$ cat src/hw/rtl/relative_strength_index_defines.svh
// Assertion macros for the relative strength index block.
// Included by the modules that check their own logic; no other dependencies.
`ifndef RELATIVE_STRENGTH_INDEX_DEFINES_SVH
`define RELATIVE_STRENGTH_INDEX_DEFINES_SVH
`ifndef SYNTHESIS
// same-cycle implication
`define RSI_ASSERT_IMP(lbl, clk, rst_n, ante, cons) \
	lbl: assert property (@(posedge clk) disable iff (!rst_n) (ante) |-> (cons)) \
		else $error("rsi: same-cycle check failed");
// next-cycle implication
`define RSI_ASSERT_NXT(lbl, clk, rst_n, ante, cons) \
	lbl: assert property (@(posedge clk) disable iff (!rst_n) (ante) |=> (cons)) \
		else $error("rsi: next-cycle check failed");
`else
`define RSI_ASSERT_IMP(lbl, clk, rst_n, ante, cons)
`define RSI_ASSERT_NXT(lbl, clk, rst_n, ante, cons)
`endif
`endif

$ cat src/hw/rtl/rsi_pkg.sv
// Shared constants and controller/datapath command and status types for the RSI block.
// No dependencies.
package rsi_pkg;

	localparam int CLOSE_BITS   = 32;   // width of the close_px field
	localparam int PRICE_BITS   = 32;   // price bits actually used
	localparam int FRAC_BITS    = 8;    // extra fraction bits of the averages
	localparam int AVG_BITS     = 40;   // sums and averages
	localparam int PERIOD_BITS  = 8;
	localparam int COUNT_BITS   = PERIOD_BITS + 1;
	localparam int RSI_BITS     = 15;
	localparam int RSI_SCALE    = 100 * 256;
	localparam int SCALE_BITS   = 15;   // bits needed for RSI_SCALE
	localparam int PERIOD_RESET = 14;

	// dividend of the divide-by-period step: seed sum << F or avg*(p-1) + scaled change
	localparam int NUM_BITS   = ((FRAC_BITS > PERIOD_BITS) ? AVG_BITS + FRAC_BITS
		: AVG_BITS + PERIOD_BITS) + 1;
	localparam int STEP_BITS  = $clog2(NUM_BITS);
	localparam int PROD_BITS  = AVG_BITS + SCALE_BITS;
	localparam int TOTAL_BITS = AVG_BITS + 1;

	localparam logic [AVG_BITS-1:0] AVG_MAX = '1;

	typedef struct packed {
		logic take;    // latch the accepted request
		logic eval;    // split change, update count and warm-up sums
		logic load;    // form the two dividends
		logic pdiv;    // one restoring step of the divide by period
		logic save;    // write back saturated averages
		logic rload;   // form ratio dividend and divisor
		logic rdiv;    // one restoring step of the ratio divide
		logic push;    // load the output register
	} rsi_cmd_t;

	typedef struct packed {
		logic first;   // series restart, no result
		logic warm;    // still summing, no result
		logic flat;    // both averages zero
	} rsi_stat_t;

endpackage

$ cat src/hw/rtl/rsi_if.sv
// Valid/ready channel interfaces for price requests and RSI results.
// Depends on rsi_pkg.
interface rsi_in_if import rsi_pkg::*; ();
	logic                  valid;
	logic                  ready;
	logic [CLOSE_BITS-1:0] close_px;
	logic                  series_start;

	modport source (output valid, output close_px, output series_start, input ready);
	modport sink   (input valid, input close_px, input series_start, output ready);
endinterface

interface rsi_out_if import rsi_pkg::*; ();
	logic                valid;
	logic                ready;
	logic [RSI_BITS-1:0] rsi_value;
	logic                no_movement;

	modport source (output valid, output rsi_value, output no_movement, input ready);
	modport sink   (input valid, input rsi_value, input no_movement, output ready);
endinterface

$ cat src/hw/rtl/rsi_ctrl.sv
// Sequencer of the RSI block: steps the datapath through one request at a time.
// Depends on rsi_pkg and relative_strength_index_defines.svh.
`include "relative_strength_index_defines.svh"

module rsi_ctrl import rsi_pkg::*; (
	input  logic      clk,
	input  logic      arst_n,
	input  logic      in_valid,
	output logic      in_ready,
	output logic      out_valid,
	input  logic      out_ready,
	input  rsi_stat_t stat,
	output rsi_cmd_t  cmd
);

	typedef enum logic [2:0] {
		S_IDLE, S_EVAL, S_LOAD, S_PDIV, S_SAVE, S_RLOAD, S_RDIV, S_PUSH
	} state_t;

	state_t               state_q;
	logic [STEP_BITS-1:0] cnt_q;
	logic                 out_valid_q;
	logic                 out_free;

	assign out_free  = !out_valid_q || out_ready;
	assign in_ready  = (state_q == S_IDLE);
	assign out_valid = out_valid_q;

	always_comb begin
		cmd       = '0;
		cmd.take  = (state_q == S_IDLE) && in_valid;
		cmd.eval  = (state_q == S_EVAL);
		cmd.load  = (state_q == S_LOAD);
		cmd.pdiv  = (state_q == S_PDIV);
		cmd.save  = (state_q == S_SAVE);
		cmd.rload = (state_q == S_RLOAD);
		cmd.rdiv  = (state_q == S_RDIV);
		cmd.push  = (state_q == S_PUSH) && out_free;
	end

	always_ff @(posedge clk or negedge arst_n) begin
		if (!arst_n) begin
			state_q     <= S_IDLE;
			cnt_q       <= '0;
			out_valid_q <= 1'b0;
		end else begin
			if (out_valid_q && out_ready) begin
				out_valid_q <= 1'b0;
			end
			case (state_q)
				S_IDLE: begin
					if (in_valid) begin
						state_q <= S_EVAL;
					end
				end
				S_EVAL: begin
					if (stat.first || stat.warm) begin
						state_q <= S_IDLE;
					end else begin
						state_q <= S_LOAD;
					end
				end
				S_LOAD: begin
					state_q <= S_PDIV;
					cnt_q   <= STEP_BITS'(NUM_BITS - 1);
				end
				S_PDIV: begin
					if (cnt_q == '0) begin
						state_q <= S_SAVE;
					end else begin
						cnt_q <= cnt_q - 1'b1;
					end
				end
				S_SAVE: begin
					state_q <= S_RLOAD;
				end
				S_RLOAD: begin
					if (stat.flat) begin
						state_q <= S_PUSH;
					end else begin
						state_q <= S_RDIV;
						cnt_q   <= STEP_BITS'(RSI_BITS - 1);
					end
				end
				S_RDIV: begin
					if (cnt_q == '0) begin
						state_q <= S_PUSH;
					end else begin
						cnt_q <= cnt_q - 1'b1;
					end
				end
				S_PUSH: begin
					if (out_free) begin
						out_valid_q <= 1'b1;
						state_q     <= S_IDLE;
					end
				end
				default: begin
					state_q <= S_IDLE;
				end
			endcase
		end
	end

	`RSI_ASSERT_NXT(a_take_to_eval, clk, arst_n, in_valid && in_ready, state_q == S_EVAL)
	`RSI_ASSERT_IMP(a_valid_from_push, clk, arst_n, $rose(out_valid_q), $past(state_q == S_PUSH))
	`RSI_ASSERT_NXT(a_pdiv_exit, clk, arst_n, state_q == S_PDIV && cnt_q == '0, state_q == S_SAVE)
	`RSI_ASSERT_IMP(a_one_cmd, clk, arst_n, 1'b1, $onehot0(cmd))

endmodule

$ cat src/hw/rtl/rsi_dp.sv
// Datapath of the RSI block: series state, averages, two dividers, result register.
// Depends on rsi_pkg and relative_strength_index_defines.svh.
`include "relative_strength_index_defines.svh"

module rsi_dp import rsi_pkg::*; (
	input  logic                   clk,
	input  logic                   arst_n,
	input  logic                   cfg_we,
	input  logic [PERIOD_BITS-1:0] cfg_wdata,
	input  logic [CLOSE_BITS-1:0]  close_px,
	input  logic                   series_start,
	input  rsi_cmd_t               cmd,
	output rsi_stat_t              stat,
	output logic [RSI_BITS-1:0]    rsi_value,
	output logic                   no_movement
);

	localparam int SCALED_BITS = (PRICE_BITS + FRAC_BITS > AVG_BITS) ?
		PRICE_BITS + FRAC_BITS : AVG_BITS;
	localparam int MUL_BITS = AVG_BITS + PERIOD_BITS;

	function automatic logic [AVG_BITS-1:0] sat_add(input logic [AVG_BITS-1:0] a,
		input logic [PRICE_BITS-1:0] b);
		logic [AVG_BITS:0] s;
		s = {1'b0, a} + (AVG_BITS+1)'(b);
		return s[AVG_BITS] ? AVG_MAX : s[AVG_BITS-1:0];
	endfunction

	function automatic logic [AVG_BITS-1:0] scale_change(input logic [PRICE_BITS-1:0] x);
		logic [SCALED_BITS-1:0] w;
		w = SCALED_BITS'(x) << FRAC_BITS;
		return (w > SCALED_BITS'(AVG_MAX)) ? AVG_MAX : AVG_BITS'(w);
	endfunction

	logic [PERIOD_BITS-1:0] period_q;
	logic                   have_q;
	logic [COUNT_BITS-1:0]  count_q;
	logic [PRICE_BITS-1:0]  prev_q, price_q, gain_q, loss_q;
	logic                   start_q;
	logic [AVG_BITS-1:0]    avg_g_q, avg_l_q;
	logic [NUM_BITS-1:0]    num_g_q, num_l_q;
	logic [PERIOD_BITS-1:0] rem_g_q, rem_l_q;
	logic [TOTAL_BITS-1:0]  total_q, rrem_q;
	logic [RSI_BITS-1:0]    rlow_q, rsi_value_q;
	logic                   no_move_q;

	logic [PERIOD_BITS-1:0] p_eff, pm1;
	logic                   up;
	logic [PRICE_BITS-1:0]  gain, loss;
	logic [COUNT_BITS:0]    cnt_inc, cnt_lim, k_full;
	logic                   seed;
	logic [MUL_BITS-1:0]    mul_g, mul_l;
	logic [PERIOD_BITS:0]   r2_g, r2_l;
	logic                   ge_g, ge_l;
	logic [PROD_BITS-1:0]   rprod;
	logic [TOTAL_BITS:0]    rr2;
	logic                   rge;

	assign p_eff = (period_q == '0) ? PERIOD_BITS'(1) : period_q;
	assign pm1   = p_eff - 1'b1;

	assign up   = (price_q >= prev_q);
	assign gain = up ? price_q - prev_q : '0;
	assign loss = up ? '0 : prev_q - price_q;

	// count saturates one past the period
	assign cnt_inc = {1'b0, count_q} + 1'b1;
	assign cnt_lim = (COUNT_BITS+1)'(p_eff) + 1'b1;
	assign k_full  = (cnt_inc > cnt_lim) ? cnt_lim : cnt_inc;

	assign stat.first = start_q || !have_q;
	assign stat.warm  = (k_full < (COUNT_BITS+1)'(p_eff));
	assign stat.flat  = (avg_g_q == '0) && (avg_l_q == '0);

	assign seed  = (count_q == COUNT_BITS'(p_eff));
	assign mul_g = MUL_BITS'(avg_g_q) * MUL_BITS'(pm1);
	assign mul_l = MUL_BITS'(avg_l_q) * MUL_BITS'(pm1);

	assign r2_g = {rem_g_q, num_g_q[NUM_BITS-1]};
	assign r2_l = {rem_l_q, num_l_q[NUM_BITS-1]};
	assign ge_g = (r2_g >= {1'b0, p_eff});
	assign ge_l = (r2_l >= {1'b0, p_eff});

	assign rprod = PROD_BITS'(avg_g_q) * PROD_BITS'(RSI_SCALE);
	assign rr2   = {rrem_q, rlow_q[RSI_BITS-1]};
	assign rge   = (rr2 >= {1'b0, total_q});

	always_ff @(posedge clk or negedge arst_n) begin
		if (!arst_n) begin
			period_q <= PERIOD_BITS'(PERIOD_RESET);
			have_q   <= 1'b0;
			count_q  <= '0;
		end else begin
			if (cfg_we) begin
				period_q <= cfg_wdata;
			end
			if (cmd.eval) begin
				have_q  <= 1'b1;
				count_q <= stat.first ? '0 : COUNT_BITS'(k_full);
			end
		end
	end

	always_ff @(posedge clk) begin
		if (cmd.take) begin
			price_q <= close_px[PRICE_BITS-1:0];
			start_q <= series_start;
		end
		if (cmd.eval) begin
			prev_q <= price_q;
			gain_q <= gain;
			loss_q <= loss;
			if (stat.first) begin
				avg_g_q <= '0;
				avg_l_q <= '0;
			end else if (stat.warm) begin
				avg_g_q <= sat_add(avg_g_q, gain);
				avg_l_q <= sat_add(avg_l_q, loss);
			end
		end
		if (cmd.load) begin
			rem_g_q <= '0;
			rem_l_q <= '0;
			if (seed) begin
				num_g_q <= NUM_BITS'(sat_add(avg_g_q, gain_q)) << FRAC_BITS;
				num_l_q <= NUM_BITS'(sat_add(avg_l_q, loss_q)) << FRAC_BITS;
			end else begin
				num_g_q <= NUM_BITS'(mul_g) + NUM_BITS'(scale_change(gain_q));
				num_l_q <= NUM_BITS'(mul_l) + NUM_BITS'(scale_change(loss_q));
			end
		end
		if (cmd.pdiv) begin
			rem_g_q <= ge_g ? PERIOD_BITS'(r2_g - {1'b0, p_eff}) : PERIOD_BITS'(r2_g);
			rem_l_q <= ge_l ? PERIOD_BITS'(r2_l - {1'b0, p_eff}) : PERIOD_BITS'(r2_l);
			num_g_q <= {num_g_q[NUM_BITS-2:0], ge_g};
			num_l_q <= {num_l_q[NUM_BITS-2:0], ge_l};
		end
		if (cmd.save) begin
			avg_g_q <= (num_g_q > NUM_BITS'(AVG_MAX)) ? AVG_MAX : num_g_q[AVG_BITS-1:0];
			avg_l_q <= (num_l_q > NUM_BITS'(AVG_MAX)) ? AVG_MAX : num_l_q[AVG_BITS-1:0];
		end
		if (cmd.rload) begin
			// quotient fits in RSI_BITS, so the top part already sits below the divisor
			total_q <= {1'b0, avg_g_q} + {1'b0, avg_l_q};
			rrem_q  <= TOTAL_BITS'(rprod >> RSI_BITS);
			rlow_q  <= rprod[RSI_BITS-1:0];
		end
		if (cmd.rdiv) begin
			rrem_q <= rge ? TOTAL_BITS'(rr2 - {1'b0, total_q}) : TOTAL_BITS'(rr2);
			rlow_q <= {rlow_q[RSI_BITS-2:0], rge};
		end
		if (cmd.push) begin
			rsi_value_q <= stat.flat ? '0 : rlow_q;
			no_move_q   <= stat.flat;
		end
	end

	assign rsi_value   = rsi_value_q;
	assign no_movement = no_move_q;

	`RSI_ASSERT_IMP(a_rdiv_rem_below, clk, arst_n, cmd.rdiv, rrem_q < total_q)
	`RSI_ASSERT_IMP(a_pdiv_rem_below, clk, arst_n, cmd.pdiv, rem_g_q < p_eff && rem_l_q < p_eff)

endmodule

$ cat src/hw/rtl/relative_strength_index.sv
// Wilder RSI over a stream of unsigned Q16.16 closing prices. Each price request
// yields at most one result: the first price of a series (series_start, or the first
// after reset) and the warm-up changes before change number `period` yield none. A
// request that yields a result goes from accept to the next accept through these
// steps: split the change, form the dividends, run 49 restoring steps of the
// divide-by-period unit (gain and loss lanes side by side), save the averages, form
// the ratio, run 15 restoring steps of the ratio divider and load the output register.
// When both averages are zero the ratio divide is skipped. A result still waiting in
// the output register holds back the load of the next one. rsi_value is
// floor(25600*gain/(gain+loss)); when both averages are zero it is 0 with no_movement
// set. The output register lets the next price be taken while a result still waits.
// period (reset 14, 0 acts as 1) is written through cfg_we/cfg_wdata and must only
// change while the block is idle; a new series is advised after a change.
// Depends on rsi_pkg, rsi_if, rsi_ctrl and rsi_dp.
module relative_strength_index import rsi_pkg::*; (
	input  logic                   clk,
	input  logic                   arst_n,
	input  logic                   cfg_we,
	input  logic [PERIOD_BITS-1:0] cfg_wdata,
	rsi_in_if.sink                 price,
	rsi_out_if.source              rsi
);

	rsi_cmd_t  cmd;
	rsi_stat_t stat;

	// sequencer: handshakes and step counting
	rsi_ctrl u_ctrl (
		.clk       (clk),
		.arst_n    (arst_n),
		.in_valid  (price.valid),
		.in_ready  (price.ready),
		.out_valid (rsi.valid),
		.out_ready (rsi.ready),
		.stat      (stat),
		.cmd       (cmd)
	);

	// state, averages, dividers and the result register
	rsi_dp u_dp (
		.clk          (clk),
		.arst_n       (arst_n),
		.cfg_we       (cfg_we),
		.cfg_wdata    (cfg_wdata),
		.close_px     (price.close_px),
		.series_start (price.series_start),
		.cmd          (cmd),
		.stat         (stat),
		.rsi_value    (rsi.rsi_value),
		.no_movement  (rsi.no_movement)
	);

endmodule
$ cat src/flat_wrapper.sv
// flat-port wrapper written by rule: the top's interface ports become plain ports
module relative_strength_index_flat import rsi_pkg::*;
  (clk, arst_n, cfg_we, cfg_wdata, price_valid, price_close_px, price_series_start, price_ready, rsi_valid, rsi_rsi_value, rsi_no_movement, rsi_ready);
  rsi_in_if price_i ();
  rsi_out_if rsi_i ();
  input  logic clk;
  input  logic arst_n;
  input  logic cfg_we;
  input  logic [PERIOD_BITS-1:0] cfg_wdata;
  input wire logic [$bits(price_i.valid)-1:0] price_valid;
  input wire logic [$bits(price_i.close_px)-1:0] price_close_px;
  input wire logic [$bits(price_i.series_start)-1:0] price_series_start;
  output wire logic [$bits(price_i.ready)-1:0] price_ready;
  output wire logic [$bits(rsi_i.valid)-1:0] rsi_valid;
  output wire logic [$bits(rsi_i.rsi_value)-1:0] rsi_rsi_value;
  output wire logic [$bits(rsi_i.no_movement)-1:0] rsi_no_movement;
  input wire logic [$bits(rsi_i.ready)-1:0] rsi_ready;
  assign price_i.valid = price_valid;
  assign price_i.close_px = price_close_px;
  assign price_i.series_start = price_series_start;
  assign price_ready = price_i.ready;
  assign rsi_valid = rsi_i.valid;
  assign rsi_rsi_value = rsi_i.rsi_value;
  assign rsi_no_movement = rsi_i.no_movement;
  assign rsi_i.ready = rsi_ready;
  relative_strength_index u_core (.clk(clk), .arst_n(arst_n), .cfg_we(cfg_we), .cfg_wdata(cfg_wdata), .price(price_i), .rsi(rsi_i));
endmodule
$ cat config.mk
export PLATFORM = sky130hd
export DESIGN_NAME = relative_strength_index_flat
export DESIGN_NICKNAME = d
export VERILOG_FILES = /design/src/hw/rtl/rsi_pkg.sv /design/src/hw/rtl/rsi_if.sv /design/src/hw/rtl/rsi_ctrl.sv /design/src/hw/rtl/rsi_dp.sv /design/src/hw/rtl/relative_strength_index.sv /design/src/flat_wrapper.sv
export VERILOG_INCLUDE_DIRS = /design/src /design/src/hw/rtl
export SDC_FILE = /design/constraint.sdc
export NUM_CORES = 2
export LEC_CHECK = 0
export BUFFER_PORTS_ARGS = -buffer_cell sky130_fd_sc_hd__clkbuf_2
export CAP_MARGIN = 10
export CELL_PAD_IN_SITES_DETAIL_PLACEMENT = 0
export CELL_PAD_IN_SITES_GLOBAL_PLACEMENT = 1
export CORE_UTILIZATION = 45
export CTS_CLUSTER_DIAMETER = 60
export DETAILED_ROUTE_END_ITERATION = 12
export GPL_TIMING_DRIVEN = 0
export PLACE_DENSITY = 0.71
export SLEW_MARGIN = 20
export SYNTH_ARGS = -nofsm -noshare
export SYNTH_HDL_FRONTEND = slang
export SYNTH_HIERARCHICAL = 1
export SYNTH_SLANG_ARGS = --single-unit
$ cat constraint.sdc
create_clock -name clk -period 11.37 [get_ports clk]
set_input_delay 0.5685 -clock clk [delete_from_list [all_inputs] [get_ports clk]]
set_output_delay 0.5685 -clock clk [all_outputs]
set_load 0.05 [all_outputs]
==> impl_metrics.py <==
metrics = {
    "outcome": {
        "outcome": "complete, no violations",
    },
    "critical_path": {
        "path_max_fanout": 20,
        "slowest_delay_ns": 0.81,
        "ff2ff_setup_slack_ns": 0.62,
        "worst_path_max_delay_cell": "clkbuf_1",
        "end_kind": "register",
        "cp.arrival_ns": 11.28,
        "path_class": "register to register",
        "cp-start-kind": "register",
        "worst_path_most_repeated_cell": "fa_1",
        "required_ns": 11.90,
    },
    "grt": {
        "grt_overflow": 0,
        "grtUsageMet1": 0.4090,
        "antenna_found_initial": 9,
        "grt_pass1_wl_um": 330200,
        "grt_most_used_layer": "met2",
        "grt_max_degree": 57,
        "grt_util_all_layers": 0.3226,
        "use_met3": 0.04176,
        "met2_usage": 0.5387,
        "grt_pass1_vias": 51850,
    },
    "placed_design": {
        "place_area_um2": 64690,
        "place_ws_ns": 0.02724,
        "dp.final_hpwl_um": 181800,
        "port_buffers": 63,
        "place_congestion": 0.9734,
    },
    "synth": {
        "yosys_warnings": 6,
        "synth_xor_area_frac": 0.05655,
        "synth_edf_count": 436,
        "yosysSeqAreaShare": 0.2238,
        "synth_mux_area_frac": 0.008384,
        "synth_top_family_by_area": "adder cells",
        "syn_inst": 7075,
        "synthTopCellsByArea": "edfxtp_1, fa_1, ha_1, inv_1, xnor2_1",
        "yosys.area_share.simple": 0.1464,
        "synth_compound_area_frac": 0.1717,
        "synth_fa_ha_area_frac": 0.3062,
        "yosysTopAreaCell": "edfxtp_1",
        "syn_area_um2": 61640,
        "synth_common_cells": "inv_1, ha_1, fa_1",
        "synth_top_area_frac": 0.2124,
        "ys_seq_elements": 464,
        "ys_types": 102,
        "avgSynthCellArea_um2": 8.712,
        "syn_nets": 8289,
        "synth.most_common_cell": "inv_1",
        "synthArstFlopShare": 0.06034,
        "synthFlopType": "edfxtp_1",
    },
    "timing": {
        "period_needed_ns": 10.75,
        "setup_viol": 0,
        "slew_headroom": 0.2035,
        "hold_viol": 0,
        "drv_slew": 0,
        "clock_skew_ns": 0.02086,
        "max_freq_mhz": 93.03,
        "worst_slack_ns": 0.6203,
        "rsz0062_at_grt": "false",
        "fin_crit_sh": 0.9454,
        "tightest_slew_ns": 1.195,
    },
    "route": {
        "drt_pass1_iterations": 6,
        "num_vias": 51060,
        "dr.first_iter.drc_count": 3849,
        "drt_drc_violations_left": 0,
        "finalWirelength_um": 221400,
        "vias_per_cell": 5.637,
        "wl_per_cell_um": 24.45,
        "final_antenna_net_count": 0,
    },
    "floorplanning": {
        "die_w_um": 372.1,
        "fp.dieH_um": 372.1,
        "initial_core_util": 0.4544,
        "dieArea_um2": 138500,
        "ios": 64,
        "design.core.area_um2": 135600,
        "row_count": 135,
    },
    "clock_tree": {
        "insertion_delay_ns": 0.69,
        "clk_pin_slew_worst_paths_ns": 0.06,
        "clockRootBuffer": "clkbuf_16",
        "cts_sinks": 464,
        "cts_tree": "built",
        "htreeDepth": 2,
        "ctsResizeCount": 0,
        "clock_path_buffers": 3,
        "cts_made_buffers": 61,
    },
    "final_layout": {
        "nets": 8436,
        "fin_area_um2": 66740,
        "syn_to_final_growth_pct": 8.284,
        "drive_above_1_share": 0.04182,
    },
    "flow_run": {
        "cap_violations": 0,
    },
    "worst_hold_path": {
        "hp-class": "input port to register",
    },
}
==> placed cells by master (no fill, tap or decap), types with 62 or more instances in the layout <==
cell and instances:
nor3_1 94, ha_1 601, o21bai_1 62, nand2_1 566, nor2b_1 72, xor2_1 136
nor2_1 501, a21oi_1 446, nand3_1 102, edfxtp_1 436, and2_1 317, clkbuf_2 87
clkbuf_1 225, o21ai_0 456, xnor2_1 255, fa_1 567, inv_1 1152, a21o_1 243
==> sequential cells by signal (all words and copies together), names as in the netlist, 9 cells and up <==
register	cells
u_core/u_dp/rsi_value	15
u_core/u_dp/prev_q	32
u_core/u_dp/price_q	32
u_core/u_dp/avg_l_q	40
u_core/u_dp/num_g_q	49
u_core/u_dp/gain_q	32
u_core/u_dp/rrem_q	41
u_core/u_dp/count_q	9
u_core/u_dp/avg_g_q	40
u_core/u_dp/num_l_q	49
u_core/u_dp/rlow_q	15
u_core/u_dp/loss_q	32
u_core/u_dp/total_q	41
==> logic make-up (layout without fill, tap and decap cells) <==
| group | count (synthesis) | after routing |
|---|---|---|
| adder cells (fa/ha/maj) | 1168 | 1168 |
| flip-flops | 464 | 464 |
| buffers and inverters | 1421 | 1616 |
| AND/OR/NAND/NOR | 1892 | 1892 |
| other | 0 | 7 |
| AO/OA/AOI/OAI | 1682 | 1682 |
| XOR/XNOR | 398 | 398 |
| multiplexers | 50 | 50 |
==> critical path, delay by kind of cell, from the launching register on <==
| family | cells | cell delay [ns] |
|---|---|---|
| adder cells (fa/ha/maj) | 6 | 2.93 |
| buffers and inverters | 6 | 2.18 |
| AND/OR/NAND/NOR | 9 | 1.72 |
| XOR/XNOR | 2 | 0.90 |
| flip-flops | 1 | 0.51 |
| AO/OA/AOI/OAI | 7 | 2.32 |
==> what timing repair did <==
item                                    4_1_cts  5_1_grt
hold buffers                                  1        0
buffers inserted                              0        0
endpoints found under the hold margin        25        0
endpoints found under the setup margin        1        0
==> layout make-up <==
cell class	count	area (um2)
timing repair buffer	85	699.4
clock buffer	69	1556
fill	13400	68890
tap	1781	2228
inverter	1154	4332
clock inverter	42	471.7
multi-input combinational	5190	42580
buffer	266	1056
sequential	464	13800
antenna	7	17.52
==> stage by stage <==
step                      utilization  setup TNS [ns]  hold slack [ns]  instances
after floorplan                     -               0           0.2729       7075
after global placement         0.4732          -86.18           0.4455       8919
after detailed placement       0.4769               0           0.4508       8940
after CTS                      0.4919               0         0.003965       9051
after global routing           0.4921               0          0.01188       9057
final                          0.4921               0          0.05166       9058
==> per-layer routing <==
layer | wire, um | share of wire
met5 | 22 | 0.000099
met4 | 13540 | 0.061
met3 | 12430 | 0.056
met2 | 103100 | 0.47
met1 | 92360 | 0.42
==> final timing paths <==
path | cells past startpoint | endpoint | from
min in group asynchronous | 2 | u_core/u_dp/count_q[7] | arst_n
min | 1 | u_core/u_dp/price_q[4] | price_close_px[4]
max reg2reg | 30 | u_core/u_dp/num_l_q[47] | u_core/u_dp/period_q[3]
min reg2reg | 0 | u_core/u_dp/prev_q[31] | u_core/u_dp/price_q[31]
max | 30 | u_core/u_dp/num_l_q[47] | u_core/u_dp/period_q[3]
max in group asynchronous | 2 | u_core/u_ctrl/cnt_q[5] | arst_n
Power is not shown: default switching activity piles up to over one toggle a cycle in this logic, so the estimate is an artifact.
